===== config.mk =====
export PLATFORM = sky130hd
export DESIGN_NAME = signed_int_to_decimal_ascii_padded_core
export DESIGN_NICKNAME = d
export VERILOG_FILES = /design/src/rtl/sida_pkg.sv /design/src/rtl/signed_int_to_decimal_ascii_padded_core.sv /design/src/rtl/sida_dabble.sv
export SDC_FILE = /design/constraint.sdc
export NUM_CORES = 1
export LEC_CHECK = 0
export BUFFER_PORTS_ARGS = -buffer_cell sky130_fd_sc_hd__buf_2
export CORE_UTILIZATION = 29
export DETAILED_ROUTE_END_ITERATION = 10
export MAX_ROUTING_LAYER = met4
export PLACE_DENSITY_LB_ADDON = 0.3
export SKIP_LAST_GASP = 1
export SLEW_MARGIN = 25
export SYNTH_ARGS = -nofsm -noshare
export SYNTH_HDL_FRONTEND = slang
export SYNTH_HIERARCHICAL = 1
export SYNTH_SLANG_ARGS = --single-unit

===== constraint.sdc =====
create_clock -name clk -period 8.6 [get_ports clk]
set_clock_uncertainty 0.05 [all_clocks]
set_input_delay 1.72 -clock clk [delete_from_list [all_inputs] [get_ports clk]]
set_output_delay 1.72 -clock clk [all_outputs]
set_load 0.05 [all_outputs]

===== src/rtl/sida_pkg.sv =====
// ----------------------------------------------------------------------------
// sida_pkg: shared types and constants
// Transaction structs, sequencer states and ASCII constants for the
// signed integer to padded decimal text converter.
// ----------------------------------------------------------------------------
package sida_pkg;

  // conversion limits
  localparam int MaxWidth   = 32;
  localparam int MagWidth   = 32;
  localparam int BcdDigits  = 10;
  localparam int StepBits   = $clog2(MagWidth);

  // ascii codes
  localparam logic [7:0] AsciiZero  = 8'd48;
  localparam logic [7:0] AsciiMinus = 8'd45;
  localparam logic [7:0] PadReset   = 8'd48;

  // input transaction
  typedef struct packed {
    logic signed [31:0] value;
    logic        [5:0]  min_width;
  } cmd_t;

  // output transaction, one character
  typedef struct packed {
    logic [7:0] char_code;
    logic       last_char;
  } res_t;

  // decimal digits, least significant at index 0
  typedef logic [BcdDigits-1:0][3:0] bcd_t;

  typedef enum logic [1:0] {
    ST_IDLE,
    ST_CONV,
    ST_COUNT,
    ST_EMIT
  } state_t;

endpackage


===== src/rtl/signed_int_to_decimal_ascii_padded_core.sv =====
// ----------------------------------------------------------------------------
// signed_int_to_decimal_ascii_padded_core: signed integer to padded ascii
// Converts a signed 32-bit value to decimal text with a minimum field width.
// ----------------------------------------------------------------------------
// A transaction is taken when start is high and busy is low. The value is
// converted to decimal by a shift-and-add-3 unit that handles one bit per
// cycle, then the text goes out one character per cycle, most significant
// first: pad characters, an optional minus sign, then the digits. Each
// character sits on result for exactly one cycle, marked by strobe, and the
// final one carries last_char; the receiver cannot stall, so it must take
// every strobed character. After accept the value runs through the 32-step
// bcd loop, one state counts the digits, and then the N characters are sent,
// where N = max(min_width, text length) is 1 to 32; busy falls as the final
// character is put on result, and the next start can then be taken.
// min_width above 32 is saturated to 32. pad_char must be written by the user
// through cfg_we / cfg_wdata only while idle; the block does not enforce this.
// It resets to ascii '0'.
// ----------------------------------------------------------------------------
module signed_int_to_decimal_ascii_padded_core (
  input  logic                clk,
  input  logic                rst,
  input  logic                start,
  output logic                busy,
  input  sida_pkg::cmd_t      cmd,
  output logic                strobe,
  output sida_pkg::res_t      result,
  input  logic                cfg_we,
  input  logic [7:0]          cfg_wdata
);

  sida_pkg::state_t              state;
  sida_pkg::state_t              state_next;

  logic [7:0]                    pad_char;
  logic                          negative;
  logic [5:0]                    width;
  logic [3:0]                    digit_count;
  logic [3:0]                    found_count;
  logic [5:0]                    index;

  logic                          accept;
  logic [sida_pkg::MagWidth-1:0] mag;
  sida_pkg::bcd_t                bcd;
  logic                          conv_done;

  logic [5:0]                    text_len;
  logic [5:0]                    total;
  logic [5:0]                    pads;
  logic [5:0]                    pos;
  logic                          last;
  logic [7:0]                    char_next;

  assign busy   = (state != sida_pkg::ST_IDLE);
  assign accept = start && !busy;

  // two's complement magnitude, also exact for the most negative value
  assign mag = cmd.value[31] ? (~cmd.value + 32'd1) : cmd.value;

  sida_dabble u_dabble (
    .clk  (clk),
    .rst  (rst),
    .load (accept),
    .mag  (mag),
    .bcd  (bcd),
    .done (conv_done)
  );

  // significant digits: highest nonzero digit, zero still prints one digit
  always_comb begin
    found_count = 4'd1;
    for (int i = 1; i < sida_pkg::BcdDigits; i++) begin
      if (bcd[i] != 4'd0) begin
        found_count = 4'(i + 1);
      end
    end
  end

  // text length, field length and pad count
  assign text_len = {2'b00, digit_count} + {5'd0, negative};
  assign total    = (text_len > width) ? text_len : width;
  assign pads     = total - text_len;
  assign pos      = total - 6'd1 - index;   // digit position from the right
  assign last     = (index == total - 6'd1);

  // character at the current emit position
  always_comb begin
    priority if (index < pads) begin
      char_next = pad_char;
    end else if (negative && (index == pads)) begin
      char_next = sida_pkg::AsciiMinus;
    end else begin
      char_next = sida_pkg::AsciiZero + {4'd0, bcd[pos[3:0]]};
    end
  end

  // sequencer
  always_ff @(posedge clk) begin
    if (rst) begin
      state <= sida_pkg::ST_IDLE;
    end else begin
      state <= state_next;
    end
  end

  always_comb begin
    state_next = state;
    unique case (state)
      sida_pkg::ST_IDLE: begin
        if (accept) begin
          state_next = sida_pkg::ST_CONV;
        end
      end
      sida_pkg::ST_CONV: begin
        if (conv_done) begin
          state_next = sida_pkg::ST_COUNT;
        end
      end
      sida_pkg::ST_COUNT: begin
        state_next = sida_pkg::ST_EMIT;
      end
      sida_pkg::ST_EMIT: begin
        if (last) begin
          state_next = sida_pkg::ST_IDLE;
        end
      end
      default: begin
        state_next = sida_pkg::ST_IDLE;
      end
    endcase
  end

  // pad character register
  always_ff @(posedge clk) begin
    if (rst) begin
      pad_char <= sida_pkg::PadReset;
    end else if (cfg_we) begin
      pad_char <= cfg_wdata;
    end
  end

  // transaction fields, digit count and emit position
  always_ff @(posedge clk) begin
    if (accept) begin
      negative <= cmd.value[31];
      width    <= (cmd.min_width > 6'(sida_pkg::MaxWidth)) ?
                  6'(sida_pkg::MaxWidth) : cmd.min_width;
    end
    if (state == sida_pkg::ST_COUNT) begin
      digit_count <= found_count;
      index       <= 6'd0;
    end else if (state == sida_pkg::ST_EMIT) begin
      index <= index + 6'd1;
    end
  end

  // output register, one character per cycle
  always_ff @(posedge clk) begin
    if (rst) begin
      strobe <= 1'b0;
    end else begin
      strobe <= (state == sida_pkg::ST_EMIT);
    end
  end

  always_ff @(posedge clk) begin
    result.char_code <= char_next;
    result.last_char <= last;
  end

  // characters only come out of the emit phase
  a_strobe_from_emit: assert property (@(posedge clk) disable iff (rst)
    strobe |-> $past(state) == sida_pkg::ST_EMIT)
    else $error("strobe outside emit phase");

  // a conversion's characters are contiguous
  a_emit_contiguous: assert property (@(posedge clk) disable iff (rst)
    (strobe && !result.last_char) |=> strobe)
    else $error("gap inside a character stream");

  // the final character closes the stream
  a_last_closes: assert property (@(posedge clk) disable iff (rst)
    (strobe && result.last_char) |=> !strobe)
    else $error("character after the final one");

  // the bcd unit finishes only while the sequencer waits for it
  a_done_in_conv: assert property (@(posedge clk) disable iff (rst)
    conv_done |-> state == sida_pkg::ST_CONV)
    else $error("bcd done outside conversion phase");

endmodule


===== src/rtl/sida_dabble.sv =====
// ----------------------------------------------------------------------------
// sida_dabble: iterative binary to bcd converter
// Shift-and-add-3 unit, one magnitude bit per cycle, MSB first.
// ----------------------------------------------------------------------------
module sida_dabble (
  input  logic                               clk,
  input  logic                               rst,
  input  logic                               load,
  input  logic [sida_pkg::MagWidth-1:0]      mag,
  output sida_pkg::bcd_t                     bcd,
  output logic                               done
);

  logic [sida_pkg::MagWidth-1:0]    bin;
  logic [sida_pkg::StepBits-1:0]    cnt;
  logic                             run;
  sida_pkg::bcd_t                   adj;
  logic [sida_pkg::BcdDigits*4-1:0] adj_bits;

  // add 3 to every digit of 5 or more before the shift
  always_comb begin
    for (int i = 0; i < sida_pkg::BcdDigits; i++) begin
      adj[i] = (bcd[i] >= 4'd5) ? bcd[i] + 4'd3 : bcd[i];
    end
  end

  // flat view so the shift works on bits, not on digits
  assign adj_bits = adj;

  always_ff @(posedge clk) begin
    if (rst) begin
      run  <= 1'b0;
      done <= 1'b0;
    end else begin
      done <= run && (cnt == '0);
      if (load) begin
        run <= 1'b1;
      end else if (run && (cnt == '0)) begin
        run <= 1'b0;
      end
    end
  end

  always_ff @(posedge clk) begin
    if (load) begin
      bin <= mag;
      bcd <= '0;
      cnt <= sida_pkg::StepBits'(sida_pkg::MagWidth - 1);
    end else if (run) begin
      bcd <= {adj_bits[sida_pkg::BcdDigits*4-2:0], bin[sida_pkg::MagWidth-1]};
      bin <= {bin[sida_pkg::MagWidth-2:0], 1'b0};
      cnt <= cnt - 1'b1;
    end
  end

endmodule

==> out/results.ini <==
[run_status]
status=finished clean

[die]
pin_count=61
initial_core_util_pct=29.83
dieArea_um2=25950
die_h_um=161.1
core_area_um2=24600
num_rows=57
dieWidth_um=161.1

[finish]
drive_gt1_share_pct=17.90
area_growth_pct=16.65
design.final.nets=929
mostFrequentLayoutCells=dfxtp_1 (72), inv_1 (61), buf_2 (60)
n_antenna_cell=0
final_common_cell=dfxtp_1
final_core_util_pct=34.80

[placed_design]
place.gp.congestion=0.8199
dp_hpwl_um=11000
pre_cts_slack_ps=2816
portBuffers=60

[sta]
fin_crit_ps=5707
worst_pin_slew_ps=883.6
setup_tns_ps=0
max_freq_ghz=0.1752
setup_viol=0
drv_slew=0
grt_setup_unrepaired=false
worst_slack_ps=2893
relSlewSlack_pct=41.09
post-route-period-util_pct=66.36
finalHoldViolations=0

[clocking]
root_buffer=clkbuf_16
path_clk_slew_ps=60
clock-sinks=116
cts_setup_buffers=0
clock_latency_ps=410
cts_buffer_depth=2
htreeDepth=4
ctsResizeCount=0
tritoncts=built
cts_hold_buffers=0
numCtsBuffers=17

[pwr]
p_per_area_nw_per_um2=348.8
p_leak_uw=0.003190
ir_drop_uv=162.8

[worst_hold_path]
hp-start=pad_char[6]
min_path_cells=1
worst_hold_path_type=flip-flop to flip-flop
hold_end=result[7]

[grt]
grt_pass1_wl_um=26050
grt_pass1_vias=5396
grt_usage_pct=12.62
grt_max_degree=66
antenna_found_initial=0
grt-ovfl-total=0

[worst_setup_path]
crit_path_end_kind=flip-flop
reg2reg_slack_ps=2890
r2r_cells=21
crit_path_max_fanout=14
r2r_start=negative
cp_slowest_cell=a211oi_1
r2r-end=result[2]
critical_path.cell_chain=ha_1 -> ha_1 -> xor2_1 -> ha_1 -> and3_1 -> and3_1 -> a311oi_2 -> buf_4 -> mux2i_1 -> ha_1 -> inv_1 -> fa_1 -> a21o_1 -> a21oi_1 -> xor2_1 -> ha_1 -> nand4_1 -> nor2_1 -> a211oi_1 -> nor2_1 -> a32o_1
cp_data_required_time_ps=8850
critPathKind=flip-flop to flip-flop
critPathMostFrequentCell=ha_1
path_buf_inv=2
cpLargestDelayFamily=adder cells
max_stage_delay_ps=730
crit_arrival_ps=5960
critPathLaunchType=flip-flop

[logic_synthesis]
ys_async_sr_fraction_pct=0
synth_cells=770
ys_types=59
syn-cell-area_um2=7341
ys_ff_latch=116
synth.top_cells.by_area=dfxtp_1 (20%), edfxtp_1 (18%), ha_1 (8.9%)
seq_area_frac_synth_pct=37.50
synth_top_area_cell=dfxtp_1
syn-mean-instance-area_um2=9.533
synth_warnings=6
syn_nets=874
synth_ff_type=dfxtp_1
synth_edf_count=43
synth_top_area_share_pct=19.91

[route]
wl_per_cell_um=13.32
first_pass_iters=4
vias_per_cell=4.868
ant_nets=0
drc=0
drt_iter0_markers=223
wl_um=15480
vias=5657

[job]
maxCapViolations=0

[final cells by class]
cell class	count	area, um2
Fill cell	2555	16040
Multi-Input combinational cell	565	4218
Sequential cell	116	2754
Clock buffer	20	489.2
Tap cell	324	405.4
Timing Repair Buffer	64	330.3
Inverter	61	229.0
Clock inverter	12	137.6
[registers in the layout, summed over array words and instances, names as in the netlist]
| register | flops |
|---|---|
| u_dabble/bcd | 40 |
| u_dabble/bin | 32 |
| result | 9 |
| pad_char | 8 |
| index | 6 |
| width | 6 |
| u_dabble/cnt | 5 |
| digit_count | 4 |
| state | 2 |
| negative | 1 |
| strobe | 1 |
| u_dabble/done | 1 |
| u_dabble/run | 1 |
[how the worst max path moves through the flow]
stage | start | endpoint | depth (start not counted)
3_3_place_gp | negative | result[2] | 21
4_1_cts | negative | result[2] | 21
5_1_grt | negative | result[2] | 21
2_1_floorplan | negative | result[2] | 20
6_report | negative | result[2] | 21
3_5_place_dp | negative | result[2] | 20
[power by group]
group	switching (uW)	internal, uW	total [uW]
logic	766	563	1330
clock network	268	473	741
registers	130	787	917
total	1160	1820	2990
[worst reg2reg max path, stage by stage, from the launching register on]
cell and delay [ps]:
edfxtp_1 390, ha_1 250, ha_1 240, xor2_1 330, ha_1 300, and3_1 180
and3_1 180, a311oi_2 230, buf_4 250, mux2i_1 310, ha_1 190, inv_1 60
fa_1 410, a21o_1 190, a21oi_1 160, xor2_1 180, ha_1 270, nand4_1 120
nor2_1 70, a211oi_1 730, nor2_1 250, a32o_1 280
[Yosys cell counts, drive strengths merged (20+ instances only)]
master and count:
dfxtp 73, inv 61, xnor2 54, ha 52, o21ai 50, edfxtp 43, nor2 43, a21oi 41
nand2 39, mux2 31, nand2b 26, mux2i 20
[cells by family after synthesis]
family	synth area share (%)
buffers and inverters	5.062
xor gates and xnor gates	7.278
adders and majority gates	9.409
DFF	37.50
muxes	9.937
AOI/OAI and AO/OA	14.56
and+or+nand+nor	16.26
[layer usage]
layer | wire [um] | global-route usage, % | up-vias
li1 | - | - | 2897
met1 | 7684 | 16.58 | 2635
met2 | 6953 | 19.53 | 112
met3 | 672 | 2.517 | 13
met4 | 170 | 3.774 | 0
met5 | 0 | - | -
[through the flow]
step	hold slack [ps]	std cells	power, uW	area [um2]
floorplan	352.3	770	1952	7341
global placement	392.3	1130	2247	7936
detailed placement	375.5	1130	2259	7936
CTS	405.0	1162	3020	8563
global route	420.9	1162	3223	8563
finish	402.1	1162	2987	8563
Note: power is estimated with default switching activity, not from simulation.
